--- src/sv/ecw_pkg.sv ---
`timescale 1ns / 1ps

package ecw_pkg;

    localparam int EPOCH_W      = 38;
    localparam int LO_W         = 7;
    localparam int HI_W         = EPOCH_W - LO_W;
    localparam int DAY_DIV      = 675;
    localparam int DAYS_W       = 22;
    localparam int TOD_W        = 17;
    localparam int DAYS_TO_ERA0 = 719468;
    localparam int DAYS_PER_ERA = 146097;
    localparam int ERA_W        = 5;
    localparam int DOE_W        = 18;
    localparam int TMIN_W       = 11;
    localparam int SIXTY        = 60;
    localparam int HOUR_W       = 5;
    localparam int MIN_W        = 6;
    localparam int DIV_1460     = 1460;
    localparam int Q1460_W      = 7;
    localparam int YEAR_DAYS    = 365;
    localparam int YOE_W        = 9;
    localparam int DOY_W        = 9;
    localparam int MPX_W        = 11;
    localparam int DIV_153      = 153;
    localparam int MP_W         = 4;
    localparam int DAY_W        = 5;
    localparam int MONTH_W      = 4;
    localparam int YEAR_W       = 14;
    localparam int YEARS_PER_ERA = 400;
    localparam int PACK_YEAR_MAX = 4095;

    typedef struct packed {
        logic [HI_W-1:0] hi;
        logic [LO_W-1:0] lo;
    } s1_t;

    typedef struct packed {
        logic [DAYS_W-1:0] days;
        logic [TOD_W-1:0]  tod;
    } s2_t;

    typedef struct packed {
        logic [DAYS_W-1:0] z;
        logic [TOD_W-1:0]  tod;
    } s3_t;

    typedef struct packed {
        logic [ERA_W-1:0]  era;
        logic [DOE_W-1:0]  doe;
        logic [TMIN_W-1:0] tmin;
        logic [MIN_W-1:0]  sec;
    } s4_t;

    typedef s4_t s5_t;

    typedef struct packed {
        logic [ERA_W-1:0]  era;
        logic [DOE_W-1:0]  doe;
        logic [DOE_W-1:0]  n;
        logic [HOUR_W-1:0] hour;
        logic [MIN_W-1:0]  minute;
        logic [MIN_W-1:0]  sec;
    } s6_t;

    typedef s6_t s7_t;

    typedef struct packed {
        logic [ERA_W-1:0]  era;
        logic [DOE_W-1:0]  doe;
        logic [YOE_W-1:0]  yoe;
        logic [HOUR_W-1:0] hour;
        logic [MIN_W-1:0]  minute;
        logic [MIN_W-1:0]  sec;
    } s8_t;

    typedef struct packed {
        logic [ERA_W-1:0]  era;
        logic [YOE_W-1:0]  yoe;
        logic [DOY_W-1:0]  doy;
        logic [HOUR_W-1:0] hour;
        logic [MIN_W-1:0]  minute;
        logic [MIN_W-1:0]  sec;
    } s9_t;

    typedef struct packed {
        logic [ERA_W-1:0]  era;
        logic [YOE_W-1:0]  yoe;
        logic [DOY_W-1:0]  doy;
        logic [MPX_W-1:0]  x;
        logic [HOUR_W-1:0] hour;
        logic [MIN_W-1:0]  minute;
        logic [MIN_W-1:0]  sec;
    } s10_t;

    typedef struct packed {
        logic [ERA_W-1:0]  era;
        logic [YOE_W-1:0]  yoe;
        logic [DOY_W-1:0]  doy;
        logic [MP_W-1:0]   mp;
        logic [HOUR_W-1:0] hour;
        logic [MIN_W-1:0]  minute;
        logic [MIN_W-1:0]  sec;
    } s11_t;

    typedef struct packed {
        logic [31:0] month_year;
        logic [31:0] hour_day;
        logic [31:0] second_minute;
        logic [31:0] packed_time;
    } out_t;

    // day-of-era / 36524, one step per full century boundary
    function automatic logic [2:0] century_adj(input logic [DOE_W-1:0] doe);
        logic [2:0] c;
        c = 3'd0;
        if (doe >= DOE_W'(36524))
        begin
            c = 3'd1;
        end
        if (doe >= DOE_W'(73048))
        begin
            c = 3'd2;
        end
        if (doe >= DOE_W'(109572))
        begin
            c = 3'd3;
        end
        if (doe >= DOE_W'(146096))
        begin
            c = 3'd4;
        end
        return c;
    endfunction

    function automatic logic [1:0] yoe_div100(input logic [YOE_W-1:0] yoe);
        logic [1:0] c;
        c = 2'd0;
        if (yoe >= YOE_W'(100))
        begin
            c = 2'd1;
        end
        if (yoe >= YOE_W'(200))
        begin
            c = 2'd2;
        end
        if (yoe >= YOE_W'(300))
        begin
            c = 2'd3;
        end
        return c;
    endfunction

    // first day-of-year of each March-based month: (153 * mp + 2) / 5
    function automatic logic [DOY_W-1:0] month_start(input logic [MP_W-1:0] mp);
        logic [DOY_W-1:0] d;
        case (mp)
            4'd0:    d = DOY_W'(0);
            4'd1:    d = DOY_W'(31);
            4'd2:    d = DOY_W'(61);
            4'd3:    d = DOY_W'(92);
            4'd4:    d = DOY_W'(122);
            4'd5:    d = DOY_W'(153);
            4'd6:    d = DOY_W'(184);
            4'd7:    d = DOY_W'(214);
            4'd8:    d = DOY_W'(245);
            4'd9:    d = DOY_W'(275);
            4'd10:   d = DOY_W'(306);
            4'd11:   d = DOY_W'(337);
            default: d = DOY_W'(0);
        endcase
        return d;
    endfunction

endpackage

--- src/sv/ecw_stage.sv ---
`timescale 1ns / 1ps

module ecw_stage #(
    parameter type T = logic
) (
    input  logic clk,
    input  logic rst_n,
    input  logic up_valid,
    input  T     up_data,
    output logic up_ready,
    input  logic dn_ready,
    output logic dn_valid,
    output T     dn_data,
    output logic load
);

    logic valid_reg;
    logic valid_next;
    T     data_reg;

    assign up_ready   = !valid_reg || dn_ready;
    assign load       = up_ready && up_valid;
    assign valid_next = up_ready ? up_valid : valid_reg;

    always_ff @(posedge clk or negedge rst_n)
    begin
        if (!rst_n)
        begin
            valid_reg <= 1'b0;
        end
        else
        begin
            valid_reg <= valid_next;
        end
    end

    always_ff @(posedge clk)
    begin
        if (load)
        begin
            data_reg <= up_data;
        end
    end

    assign dn_valid = valid_reg;
    assign dn_data  = data_reg;

endmodule

--- src/sv/ecw_cdiv.sv ---
`timescale 1ns / 1ps

// constant divider: reciprocal product registered, then one correction step
module ecw_cdiv #(
    parameter int XW  = 8,
    parameter int QW  = 8,
    parameter int RW  = 8,
    parameter int DIV = 3
) (
    input  logic          clk,
    input  logic          load,
    input  logic [XW-1:0] x_in,
    input  logic [XW-1:0] x_reg,
    output logic [QW-1:0] q,
    output logic [RW-1:0] r
);

    localparam longint unsigned MUL = (64'd1 << XW) / DIV;
    localparam int MW = $clog2(MUL + 1);
    localparam int PW = XW + MW;

    logic [PW-1:0] prod_reg;
    logic [PW-1:0] prod_next;
    logic [MW-1:0] q_est;
    logic [RW:0]   r_est;
    logic          fix;

    assign prod_next = PW'(x_in) * PW'(MUL);

    always_ff @(posedge clk)
    begin
        if (load)
        begin
            prod_reg <= prod_next;
        end
    end

    // estimate is exact or one low
    assign q_est = prod_reg[PW-1:XW];
    assign r_est = (RW+1)'(x_reg) - (RW+1)'(q_est) * (RW+1)'(DIV);
    assign fix   = r_est >= (RW+1)'(DIV);
    assign q     = QW'(q_est) + QW'(fix);
    assign r     = fix ? RW'(r_est - (RW+1)'(DIV)) : RW'(r_est);

endmodule

--- src/sv/epoch_seconds_to_calendar_words_top.sv ---
`timescale 1ns / 1ps

// Converts whole seconds since 1970-01-01 00:00 UTC (38 bits) into a proleptic
// Gregorian date and time of day, given both as three half-word pairs
// (month/year, hour/day, second/minute) and as one packed word with the year
// saturated at 4095. Twelve register stages; one transaction is taken every
// cycle while the output is not stalled. Each divider (ecw_cdiv) divides by a
// constant, done as a registered reciprocal product followed by a single
// correction in the next stage. A stall on the output only backs up the
// pipeline as far as it is full, so empty stages keep taking input.
module epoch_seconds_to_calendar_words_top (
    input  logic        clk,
    input  logic        rst_n,
    input  logic        epoch_valid,
    output logic        epoch_stall,
    input  logic [37:0] epoch_seconds,
    output logic        word_valid,
    input  logic        word_stall,
    output logic [31:0] month_year_word,
    output logic [31:0] hour_day_word,
    output logic [31:0] second_minute_word,
    output logic [31:0] packed_time_word
);

    ecw_pkg::s1_t  s1_next,  s1;
    ecw_pkg::s2_t  s2_next,  s2;
    ecw_pkg::s3_t  s3_next,  s3;
    ecw_pkg::s4_t  s4_next,  s4;
    ecw_pkg::s5_t  s5;
    ecw_pkg::s6_t  s6_next,  s6;
    ecw_pkg::s7_t  s7;
    ecw_pkg::s8_t  s8_next,  s8;
    ecw_pkg::s9_t  s9_next,  s9;
    ecw_pkg::s10_t s10_next, s10;
    ecw_pkg::s11_t s11_next, s11;
    ecw_pkg::out_t o_next,   o;

    logic v1, v2, v3, v4, v5, v6, v7, v8, v9, v10, v11, v12;
    logic r1, r2, r3, r4, r5, r6, r7, r8, r9, r10, r11, r12;
    logic ld1, ld2, ld3, ld4, ld5, ld6, ld7, ld8, ld9, ld10, ld11, ld12;

    logic [ecw_pkg::DAYS_W-1:0]  days_q;
    logic [9:0]                  day_r;
    logic [ecw_pkg::ERA_W-1:0]   era_q;
    logic [ecw_pkg::DOE_W-1:0]   doe_r;
    logic [ecw_pkg::TMIN_W-1:0]  tmin_q;
    logic [ecw_pkg::MIN_W-1:0]   sec_r;
    logic [ecw_pkg::Q1460_W-1:0] q1460;
    logic [10:0]                 r1460;
    logic [ecw_pkg::HOUR_W-1:0]  hour_q;
    logic [ecw_pkg::MIN_W-1:0]   min_r;
    logic [ecw_pkg::YOE_W-1:0]   yoe_q;
    logic [8:0]                  yoe_r;
    logic [ecw_pkg::MP_W-1:0]    mp_q;
    logic [7:0]                  mp_r;
    logic [ecw_pkg::DAY_W-1:0]   day_v;
    logic [ecw_pkg::MONTH_W-1:0] month_v;
    logic [ecw_pkg::YEAR_W-1:0]  year_v;
    logic [11:0]                 year_sat;

    assign epoch_stall = !r1;

    // stage 1: seconds / 86400 done as (seconds >> 7) / 675
    assign s1_next.hi = epoch_seconds[ecw_pkg::EPOCH_W-1:ecw_pkg::LO_W];
    assign s1_next.lo = epoch_seconds[ecw_pkg::LO_W-1:0];

    ecw_stage #(.T(ecw_pkg::s1_t)) u_st1 (
        .clk(clk), .rst_n(rst_n), .up_valid(epoch_valid), .up_data(s1_next), .up_ready(r1),
        .dn_ready(r2), .dn_valid(v1), .dn_data(s1), .load(ld1)
    );

    ecw_cdiv #(.XW(ecw_pkg::HI_W), .QW(ecw_pkg::DAYS_W), .RW(10), .DIV(ecw_pkg::DAY_DIV))
        u_div_day (
        .clk(clk), .load(ld1), .x_in(s1_next.hi), .x_reg(s1.hi), .q(days_q), .r(day_r)
    );

    // stage 2
    assign s2_next.days = days_q;
    assign s2_next.tod  = {day_r, s1.lo};

    ecw_stage #(.T(ecw_pkg::s2_t)) u_st2 (
        .clk(clk), .rst_n(rst_n), .up_valid(v1), .up_data(s2_next), .up_ready(r2),
        .dn_ready(r3), .dn_valid(v2), .dn_data(s2), .load(ld2)
    );

    // stage 3: era split and minute split
    assign s3_next.z   = s2.days + ecw_pkg::DAYS_W'(ecw_pkg::DAYS_TO_ERA0);
    assign s3_next.tod = s2.tod;

    ecw_stage #(.T(ecw_pkg::s3_t)) u_st3 (
        .clk(clk), .rst_n(rst_n), .up_valid(v2), .up_data(s3_next), .up_ready(r3),
        .dn_ready(r4), .dn_valid(v3), .dn_data(s3), .load(ld3)
    );

    ecw_cdiv #(.XW(ecw_pkg::DAYS_W), .QW(ecw_pkg::ERA_W), .RW(ecw_pkg::DOE_W),
        .DIV(ecw_pkg::DAYS_PER_ERA)) u_div_era (
        .clk(clk), .load(ld3), .x_in(s3_next.z), .x_reg(s3.z), .q(era_q), .r(doe_r)
    );

    ecw_cdiv #(.XW(ecw_pkg::TOD_W), .QW(ecw_pkg::TMIN_W), .RW(ecw_pkg::MIN_W),
        .DIV(ecw_pkg::SIXTY)) u_div_min (
        .clk(clk), .load(ld3), .x_in(s3_next.tod), .x_reg(s3.tod), .q(tmin_q), .r(sec_r)
    );

    // stage 4
    assign s4_next.era  = era_q;
    assign s4_next.doe  = doe_r;
    assign s4_next.tmin = tmin_q;
    assign s4_next.sec  = sec_r;

    ecw_stage #(.T(ecw_pkg::s4_t)) u_st4 (
        .clk(clk), .rst_n(rst_n), .up_valid(v3), .up_data(s4_next), .up_ready(r4),
        .dn_ready(r5), .dn_valid(v4), .dn_data(s4), .load(ld4)
    );

    // stage 5: doe / 1460 and hour split
    ecw_stage #(.T(ecw_pkg::s5_t)) u_st5 (
        .clk(clk), .rst_n(rst_n), .up_valid(v4), .up_data(s4), .up_ready(r5),
        .dn_ready(r6), .dn_valid(v5), .dn_data(s5), .load(ld5)
    );

    ecw_cdiv #(.XW(ecw_pkg::DOE_W), .QW(ecw_pkg::Q1460_W), .RW(11),
        .DIV(ecw_pkg::DIV_1460)) u_div_1460 (
        .clk(clk), .load(ld5), .x_in(s4.doe), .x_reg(s5.doe), .q(q1460), .r(r1460)
    );

    ecw_cdiv #(.XW(ecw_pkg::TMIN_W), .QW(ecw_pkg::HOUR_W), .RW(ecw_pkg::MIN_W),
        .DIV(ecw_pkg::SIXTY)) u_div_hour (
        .clk(clk), .load(ld5), .x_in(s4.tmin), .x_reg(s5.tmin), .q(hour_q), .r(min_r)
    );

    // stage 6: leap-adjusted day count of the era
    assign s6_next.era    = s5.era;
    assign s6_next.doe    = s5.doe;
    assign s6_next.n      = s5.doe - ecw_pkg::DOE_W'(q1460)
                          + ecw_pkg::DOE_W'(ecw_pkg::century_adj(s5.doe))
                          - ecw_pkg::DOE_W'(s5.doe == ecw_pkg::DOE_W'(146096));
    assign s6_next.hour   = hour_q;
    assign s6_next.minute = min_r;
    assign s6_next.sec    = s5.sec;

    ecw_stage #(.T(ecw_pkg::s6_t)) u_st6 (
        .clk(clk), .rst_n(rst_n), .up_valid(v5), .up_data(s6_next), .up_ready(r6),
        .dn_ready(r7), .dn_valid(v6), .dn_data(s6), .load(ld6)
    );

    // stage 7: year of era
    ecw_stage #(.T(ecw_pkg::s7_t)) u_st7 (
        .clk(clk), .rst_n(rst_n), .up_valid(v6), .up_data(s6), .up_ready(r7),
        .dn_ready(r8), .dn_valid(v7), .dn_data(s7), .load(ld7)
    );

    ecw_cdiv #(.XW(ecw_pkg::DOE_W), .QW(ecw_pkg::YOE_W), .RW(9),
        .DIV(ecw_pkg::YEAR_DAYS)) u_div_yoe (
        .clk(clk), .load(ld7), .x_in(s6.n), .x_reg(s7.n), .q(yoe_q), .r(yoe_r)
    );

    // stage 8
    assign s8_next.era    = s7.era;
    assign s8_next.doe    = s7.doe;
    assign s8_next.yoe    = yoe_q;
    assign s8_next.hour   = s7.hour;
    assign s8_next.minute = s7.minute;
    assign s8_next.sec    = s7.sec;

    ecw_stage #(.T(ecw_pkg::s8_t)) u_st8 (
        .clk(clk), .rst_n(rst_n), .up_valid(v7), .up_data(s8_next), .up_ready(r8),
        .dn_ready(r9), .dn_valid(v8), .dn_data(s8), .load(ld8)
    );

    // stage 9: day of year
    logic [ecw_pkg::DOE_W-1:0] doy_full;

    assign doy_full = s8.doe
                    - ecw_pkg::DOE_W'(s8.yoe) * ecw_pkg::DOE_W'(ecw_pkg::YEAR_DAYS)
                    - ecw_pkg::DOE_W'(s8.yoe >> 2)
                    + ecw_pkg::DOE_W'(ecw_pkg::yoe_div100(s8.yoe));

    assign s9_next.era    = s8.era;
    assign s9_next.yoe    = s8.yoe;
    assign s9_next.doy    = doy_full[ecw_pkg::DOY_W-1:0];
    assign s9_next.hour   = s8.hour;
    assign s9_next.minute = s8.minute;
    assign s9_next.sec    = s8.sec;

    ecw_stage #(.T(ecw_pkg::s9_t)) u_st9 (
        .clk(clk), .rst_n(rst_n), .up_valid(v8), .up_data(s9_next), .up_ready(r9),
        .dn_ready(r10), .dn_valid(v9), .dn_data(s9), .load(ld9)
    );

    // stage 10: March-based month index
    assign s10_next.era    = s9.era;
    assign s10_next.yoe    = s9.yoe;
    assign s10_next.doy    = s9.doy;
    assign s10_next.x      = ecw_pkg::MPX_W'(s9.doy) * ecw_pkg::MPX_W'(5) + ecw_pkg::MPX_W'(2);
    assign s10_next.hour   = s9.hour;
    assign s10_next.minute = s9.minute;
    assign s10_next.sec    = s9.sec;

    ecw_stage #(.T(ecw_pkg::s10_t)) u_st10 (
        .clk(clk), .rst_n(rst_n), .up_valid(v9), .up_data(s10_next), .up_ready(r10),
        .dn_ready(r11), .dn_valid(v10), .dn_data(s10), .load(ld10)
    );

    ecw_cdiv #(.XW(ecw_pkg::MPX_W), .QW(ecw_pkg::MP_W), .RW(8),
        .DIV(ecw_pkg::DIV_153)) u_div_mp (
        .clk(clk), .load(ld10), .x_in(s10_next.x), .x_reg(s10.x), .q(mp_q), .r(mp_r)
    );

    // stage 11
    assign s11_next.era    = s10.era;
    assign s11_next.yoe    = s10.yoe;
    assign s11_next.doy    = s10.doy;
    assign s11_next.mp     = mp_q;
    assign s11_next.hour   = s10.hour;
    assign s11_next.minute = s10.minute;
    assign s11_next.sec    = s10.sec;

    ecw_stage #(.T(ecw_pkg::s11_t)) u_st11 (
        .clk(clk), .rst_n(rst_n), .up_valid(v10), .up_data(s11_next), .up_ready(r11),
        .dn_ready(r12), .dn_valid(v11), .dn_data(s11), .load(ld11)
    );

    // stage 12: output words
    logic [ecw_pkg::DOY_W-1:0] day_full;

    assign day_full = s11.doy - ecw_pkg::month_start(s11.mp) + ecw_pkg::DOY_W'(1);
    assign day_v    = day_full[ecw_pkg::DAY_W-1:0];
    assign month_v  = (s11.mp < ecw_pkg::MP_W'(10)) ? s11.mp + ecw_pkg::MP_W'(3)
                                                    : s11.mp - ecw_pkg::MP_W'(9);
    assign year_v   = ecw_pkg::YEAR_W'(s11.era) * ecw_pkg::YEAR_W'(ecw_pkg::YEARS_PER_ERA)
                    + ecw_pkg::YEAR_W'(s11.yoe)
                    + ecw_pkg::YEAR_W'(month_v <= ecw_pkg::MONTH_W'(2));
    assign year_sat = (year_v > ecw_pkg::YEAR_W'(ecw_pkg::PACK_YEAR_MAX))
                    ? 12'(ecw_pkg::PACK_YEAR_MAX) : year_v[11:0];

    assign o_next.month_year    = {16'(month_v), 16'(year_v)};
    assign o_next.hour_day      = {16'(s11.hour), 16'(day_v)};
    assign o_next.second_minute = {16'(s11.sec), 16'(s11.minute)};
    assign o_next.packed_time   = {s11.minute, s11.hour, day_v, month_v, year_sat};

    ecw_stage #(.T(ecw_pkg::out_t)) u_st12 (
        .clk(clk), .rst_n(rst_n), .up_valid(v11), .up_data(o_next), .up_ready(r12),
        .dn_ready(!word_stall), .dn_valid(v12), .dn_data(o), .load(ld12)
    );

    assign word_valid         = v12;
    assign month_year_word    = o.month_year;
    assign hour_day_word      = o.hour_day;
    assign second_minute_word = o.second_minute;
    assign packed_time_word   = o.packed_time;

    // input held off only when every stage is full and the output is stalled
    a_stall_full: assert property (@(posedge clk) disable iff (!rst_n)
        epoch_stall |-> (v1 && v2 && v3 && v4 && v5 && v6 && v7 && v8 && v9 && v10 && v11
                         && v12 && word_stall))
        else $error("input stalled with room in the pipeline");

    a_date_range: assert property (@(posedge clk) disable iff (!rst_n)
        word_valid |-> (month_year_word[31:16] >= 16'd1 && month_year_word[31:16] <= 16'd12
                        && hour_day_word[15:0] >= 16'd1 && hour_day_word[15:0] <= 16'd31))
        else $error("month or day out of range");

    a_time_range: assert property (@(posedge clk) disable iff (!rst_n)
        word_valid |-> (hour_day_word[31:16] < 16'd24 && second_minute_word[31:16] < 16'd60
                        && second_minute_word[15:0] < 16'd60))
        else $error("time of day out of range");

    a_pack_match: assert property (@(posedge clk) disable iff (!rst_n)
        word_valid |->
            (packed_time_word[31:26] == second_minute_word[5:0]
             && packed_time_word[25:21] == hour_day_word[20:16]
             && packed_time_word[20:16] == hour_day_word[4:0]
             && packed_time_word[15:12] == month_year_word[19:16]))
        else $error("packed word disagrees with half-word encoding");

    a_rem_range: assert property (@(posedge clk) disable iff (!rst_n)
        (!v5 || r1460 < 11'd1460) && (!v7 || yoe_r < 9'd365) && (!v10 || mp_r < 8'd153))
        else $error("divider remainder out of range");

    // a held transaction is never overwritten
    a_no_overwrite: assert property (@(posedge clk) disable iff (!rst_n)
        !((ld1 && v1 && !r2) || (ld2 && v2 && !r3) || (ld3 && v3 && !r4)
          || (ld4 && v4 && !r5) || (ld5 && v5 && !r6) || (ld6 && v6 && !r7)
          || (ld7 && v7 && !r8) || (ld8 && v8 && !r9) || (ld9 && v9 && !r10)
          || (ld10 && v10 && !r11) || (ld11 && v11 && !r12)
          || (ld12 && v12 && word_stall)))
        else $error("stalled stage overwritten");

endmodule
--- config.mk ---
export PLATFORM = sky130hd
export DESIGN_NAME = epoch_seconds_to_calendar_words_top
export DESIGN_NICKNAME = d
export VERILOG_FILES = /design/src/sv/ecw_pkg.sv /design/src/sv/ecw_stage.sv /design/src/sv/ecw_cdiv.sv /design/src/sv/epoch_seconds_to_calendar_words_top.sv
export SDC_FILE = /design/constraint.sdc
export NUM_CORES = 2
export LEC_CHECK = 0
export BUFFER_PORTS_ARGS = -buffer_cell sky130_fd_sc_hd__buf_4
export CELL_PAD_IN_SITES_DETAIL_PLACEMENT = 0
export CELL_PAD_IN_SITES_GLOBAL_PLACEMENT = 1
export CORE_MARGIN = 1.5
export CORE_UTILIZATION = 48
export CTS_CLUSTER_DIAMETER = 40
export DETAILED_ROUTE_END_ITERATION = 12
export GPL_TIMING_DRIVEN = 0
export MAX_ROUTING_LAYER = met4
export PLACE_DENSITY = 0.86
export SYNTH_ARGS = -nofsm -noshare
export SYNTH_HDL_FRONTEND = slang
export SYNTH_SLANG_ARGS = --single-unit
--- constraint.sdc ---
create_clock -name clk -period 7.6 [get_ports clk]
set_clock_uncertainty 0.1 [all_clocks]
set_input_delay 0.38 -clock clk [delete_from_list [all_inputs] [get_ports clk]]
set_output_delay 0.38 -clock clk [all_outputs]
set_load 0.05 [all_outputs]
### Word-level counts from Yosys, hierarchy flattened

Memory sizes are Yosys's and may differ from the RTL's. A register that Yosys moved wholly into a read port is not among the register bits.
Index checks and enable logic that the tools add are counted.

* ROM bits: 144
* flip-flop bits (word level): 685
* memories: 1
* output and inout port bits: 130

Memory list
* (name not given): depth 16, bits a word 9, rd ports 1, clocked after Yosys merged registers in 1, write ports 0, line ecw_pkg.sv:157 `case (mp)`

* $add $sub $neg: 32
* reduce and logical (&&, ||, !) cells: 38
* equality and inequality tests: 1
* multiplexer cells: 13
* order comparisons: 17
* multiply operators: 17

Operators with widths (number)
* 31-bit by 22-bit multiplier with 53-bit output (second input constant): 1
* 18-bit by 17-bit >= comparator with 1-bit output (second input constant): 2
* 18-bit by 9-bit multiplier with 27-bit output (second input constant): 1
* 18-bit by 8-bit multiplier with 26-bit output (second input constant): 1
* 17-bit by 9-bit multiplier with 25-bit output (second input constant): 1
* 22-bit by 3-bit multiplier with 25-bit output (second input constant): 1
* 22-bit by 1-bit adder with 22-bit output: 1
* 22-bit by 20-bit adder with 22-bit output (second input constant): 1
* 19-bit by 18-bit >= comparator with 1-bit output (second input constant): 1
* 5-bit by 18-bit multiplier with 19-bit output (second input constant): 1
* 19-bit subtractor: 1
* 18-bit by 3-bit adder with 18-bit output: 1
* 18-bit == test (second input constant): 1
* 18-bit by 16-bit >= comparator with 1-bit output (second input constant): 1
* 18-bit >= comparator (second input constant): 1
* 9-bit by 8-bit >= comparator with 1-bit output (second input constant): 2
* 18-bit two-way mux: 1
* 18-bit by 1-bit subtractor with 18-bit output: 1
* 18-bit subtractor (second input constant): 1
* 18-bit by 7-bit subtractor with 18-bit output: 1
* 9-bit subtractor: 2
* 11-bit by 5-bit multiplier with 16-bit output (second input constant): 1
* 11-bit by 4-bit multiplier with 15-bit output (second input constant): 1
* 14-bit by 1-bit adder with 14-bit output: 1
* 46 further kinds: 91

### Depth between registers and ports, before layout

* depth after elaboration: 14
* depth in mapped cells: 33
* gate-level depth less buffers: 33

### By module

From an unflattened synthesis, not the netlist that was laid out.

* cells, all modules: 4499
* area total of the unflattened synthesis: 55330.6 µm²

By module, submodules not included
* ecw_cdiv (u_div_day): area an instance 11690.0 µm², instances 1, cells each 1096
* epoch_seconds_to_calendar_words_top: area an instance 4964.8 µm², instances 1, cells each 619
* ecw_cdiv (u_div_yoe): area an instance 4824.6 µm², instances 1, cells each 496
* ecw_cdiv (u_div_1460): area an instance 4699.5 µm², instances 1, cells each 526
* ecw_cdiv (u_div_era): area an instance 4620.7 µm², instances 1, cells each 524
* ecw_stage (u_st12): area an instance 3897.5 µm², instances 1, cells each 132
* ecw_stage (u_st4 ...): area an instance 1255.0 µm², instances 3, cells each 44
* ecw_stage (u_st6 ...): area an instance 1795.5 µm², instances 2, cells each 62
* ecw_stage (u_st2 ...): area an instance 1224.9 µm², instances 2, cells each 43
* ecw_cdiv (u_div_min): area an instance 2369.8 µm², instances 1, cells each 251
* ecw_cdiv (u_div_mp): area an instance 1801.7 µm², instances 1, cells each 220
* ecw_stage (u_st10): area an instance 1585.3 µm², instances 1, cells each 55
* ecw_stage (u_st8): area an instance 1525.2 µm², instances 1, cells each 53
* ecw_stage (u_st11): area an instance 1375.1 µm², instances 1, cells each 48
* 2 more rows

### Worst setup path before layout

OpenSTA, ideal clock, no wires.

* path kind: register to register
* start: reg u_div_1460.prod_reg[20]
* end: reg u_st6.data_reg (netlist bit u_st6.dn_data[33]) (data pin)
* setup time: 0.260 ns
* arrival time: 7.108 ns
* required time: 7.240 ns
* clock period less this slack: 7.468 ns
* stages on the path, launching flop included: 31
* slack: 0.132 ns
* path through: edfxtp_1 ha_1 fa_1 inv_1 fa_1 inv_1 fa_1 ha_1 a21oi_1 xnor2_1 ha_1 a21boi_0 o21a_1 or3_1 nand3_1 ha_1 fa_1 fa_1 nor2_1 inv_1 fa_1 nor2b_1 o21ai_0 a21boi_0 o21ai_0 a21boi_0 o2111ai_1 a31oi_1 o21ai_0 mux2i_1 nand2_1

RTL lines
* from (decl): line ecw_cdiv.sv:22 `logic [PW-1:0] prod_reg;`
* from (signal assigned): line ecw_cdiv.sv:34 `prod_reg <= prod_next;`
* to (signal assigned): line ecw_stage.sv:41 `data_reg <= up_data;`
* to (decl): line ecw_stage.sv:19 `T data_reg;`

==> run metrics <==
synthesized area=48600 um2; kind of cell adding the most delay to the critical path=adder cells; Via Count=28732; DPL Wire Length=68000 um; Root Buffer Master=clkbuf_16; DRC=0; row count=116; HP Class=primary input to flop; arrival time worst endpoint=7.64 ns; Longest Clk Path Bufs=3; PnR worst setup slack=0.223 ns; RSZ-0062 raised after global routing=yes; f_max=136 MHz; Async SR Flop Fraction=2.19%; drt first pass iters=5; pre-CTS WS=-0.666 ns; most frequent cell after synthesis=inv_1; startpoint class of the critical path=flop; Hold Violations, Final=0; Final Cycle Share=97.1%; outcome=completed; GPL Wtd Cong=0.855; All-Layer GR Usage=17.4%; top cells by area, synth=edfxtp_1 33%, ha_1 23%, fa_1 17%, inv_1 7.2%, xnor2_1 3.9%; Worst-path clk slew=0.05 ns; EDFF count, synth=531; Slew Limit Fails=0; Filler cells=8315; first-pass GRT wire length=142000 um; Synth warnings=0; Avg Cell Area, Syn=11.7 um2; Final #Nets=5807; Diodes inserted=0; Post-synth top flop=edfxtp_1; Core Util, Final=54.4%; Core Region=100000 um2; GR Overflow Total=0; Worst path slowest cell=fa_1; later-pin clock latency in the skew report=0.64 ns; Starting Density=48.5%; footprint of the multi-input gates=28600 um2; Post-Layout Cell Count=5852; CTS tree=yes; Largest stage delay, worst path=0.57 ns; max reg flops=52; # IOs=172; sequential area share after synthesis=33.6%; Die Y=321 um; post-route ant nets=0; Final Setup Violations=0; WP buf/inv=5; Worst EP required=7.87 ns; post-synth top area cell=edfxtp_1; Synth top area share=32.8%; Final min period=7.38 ns; number of port buffers=115; area added between synthesis and finish=12.2%; Via-to-Cell Ratio=4.91; DIE AREA=103000 um2; CP max FO=3; vias in the first global route=30173; Mapped Cells=4156; initial antenna violation count=0; Worst setup EP type=flop; Detailed Route Iter0 Violations=983; routed wire length per instance=14.3 um; H-tree depth reported by CTS=3; Seq cells post-synth=548; final WL=83900 um; most frequent cells after synthesis=931 x inv_1, 908 x ha_1, 531 x edfxtp_1, 416 x fa_1, 218 x xnor2_1; TritonCTS Sinks=548; max cap viols=0; die width=321 um; Crit path top cell by count=fa_1; largest net degree at the start of global routing=47; clock buffer count from CTS=69; placed cells=5692; sequential cell area=16300 um2; worst slew pin tran=0.959 ns; synth unique cells=94; layout cell share with drive strength beyond 1=9.57%; worst relative slew slack=35.6%; Crit Path Category=flop to flop
## routing by layer
layer | global-route usage, % | routed length [um] | up-vias
li1 | - | - | 14345
met1 | 20.0 | 35900 | 13898
met2 | 31.7 | 43600 | 371
met3 | 2.07 | 2390 | 118
met4 | 4.85 | 2030 | 0
met5 | - | 0 | -
## cell usage in the layout (no fill, tap or decap), drive strengths merged, types with 56 or more instances in the layout
| cell type | Yosys | final |
|---|---|---|
| inv | 931 | 949 |
| ha | 908 | 908 |
| edfxtp | 531 | 531 |
| fa | 416 | 416 |
| buf | 78 | 222 |
| xnor2 | 218 | 218 |
| a21oi | 129 | 129 |
| nor2 | 111 | 111 |
| o21ai | 96 | 96 |
| nand2 | 91 | 91 |
| xor2 | 88 | 88 |
| clkbuf | 4 | 76 |
| a21o | 59 | 59 |
| conb | 1 | 56 |
## final cells by class
cell class	instances	share of cell area, %
Multi-Input combinational cell	2649	52.5
Buffer	82	1.11
Clock buffer	72	3.19
Inverter	932	6.42
Clock inverter	53	1.21
Timing Repair Buffer	159	2.49
Tap cell	1357	3.11
Sequential cell	548	30.0
## path summary, 6_finish.rpt
| kind | depth (start not counted) | end | from | slack, ns |
|---|---|---|---|---|
| max | 31 | u_st6.dn_data[27]$_DFFE_PP_ | u_div_1460.prod_reg[21]$_DFFE_PP_ | 0.22 |
| min | 1 | u_st1.dn_data[10]$_DFFE_PP_ | epoch_seconds[10] | 0.03 |
| max reg2reg | 31 | u_st6.dn_data[27]$_DFFE_PP_ | u_div_1460.prod_reg[21]$_DFFE_PP_ | 0.22 |
| min reg2reg | 0 | u_st7.dn_data[57]$_DFFE_PP_ | u_st6.dn_data[57]$_DFFE_PP_ | 0.27 |
| max in group asynchronous | 4 | u_st12.dn_valid$_DFFE_PN0P_ | rst_n | 6.02 |
| min in group asynchronous | 3 | u_st7.dn_valid$_DFFE_PN0P_ | rst_n | 0.54 |
## kinds of logic (layout without fill, tap and decap cells)
| logic type | count (synthesis) | in the layout | synth area share [%] |
|---|---|---|---|
| AO/OA/AOI/OAI | 467 | 467 | 6.50 |
| other | 1 | 56 | 0.00772 |
| XOR/XNOR | 306 | 306 | 5.51 |
| adder cells (fa/ha/maj) | 1324 | 1324 | 40.5 |
| buffers and inverters | 1014 | 1298 | 8.44 |
| multiplexers | 14 | 14 | 0.317 |
| AND/OR/NAND/NOR | 482 | 482 | 5.08 |
| flip-flops | 548 | 548 | 33.6 |
## repair_timing
action	4_1_cts	5_1_grt
pin swaps	6	24
resized for setup	15	25
hold buffers	15	0
hold endpoints to repair	26	0
setup buffers	10	10
setup endpoints to repair	8	9
## per-stage QoR
step	cell area, um2	setup TNS, ns	hold WS, ns
CTS	54300	0	0.00335
global route	54500	-0.586	0.0129
detailed placement	51600	-2.21	0.133
finish	54500	0	0.0320
global placement	51400	-2.11	0.131
floorplan	48800	0	-0.0156
Power is not shown: default switching activity piles up to over one toggle a cycle in this logic, so the estimate is an artifact.
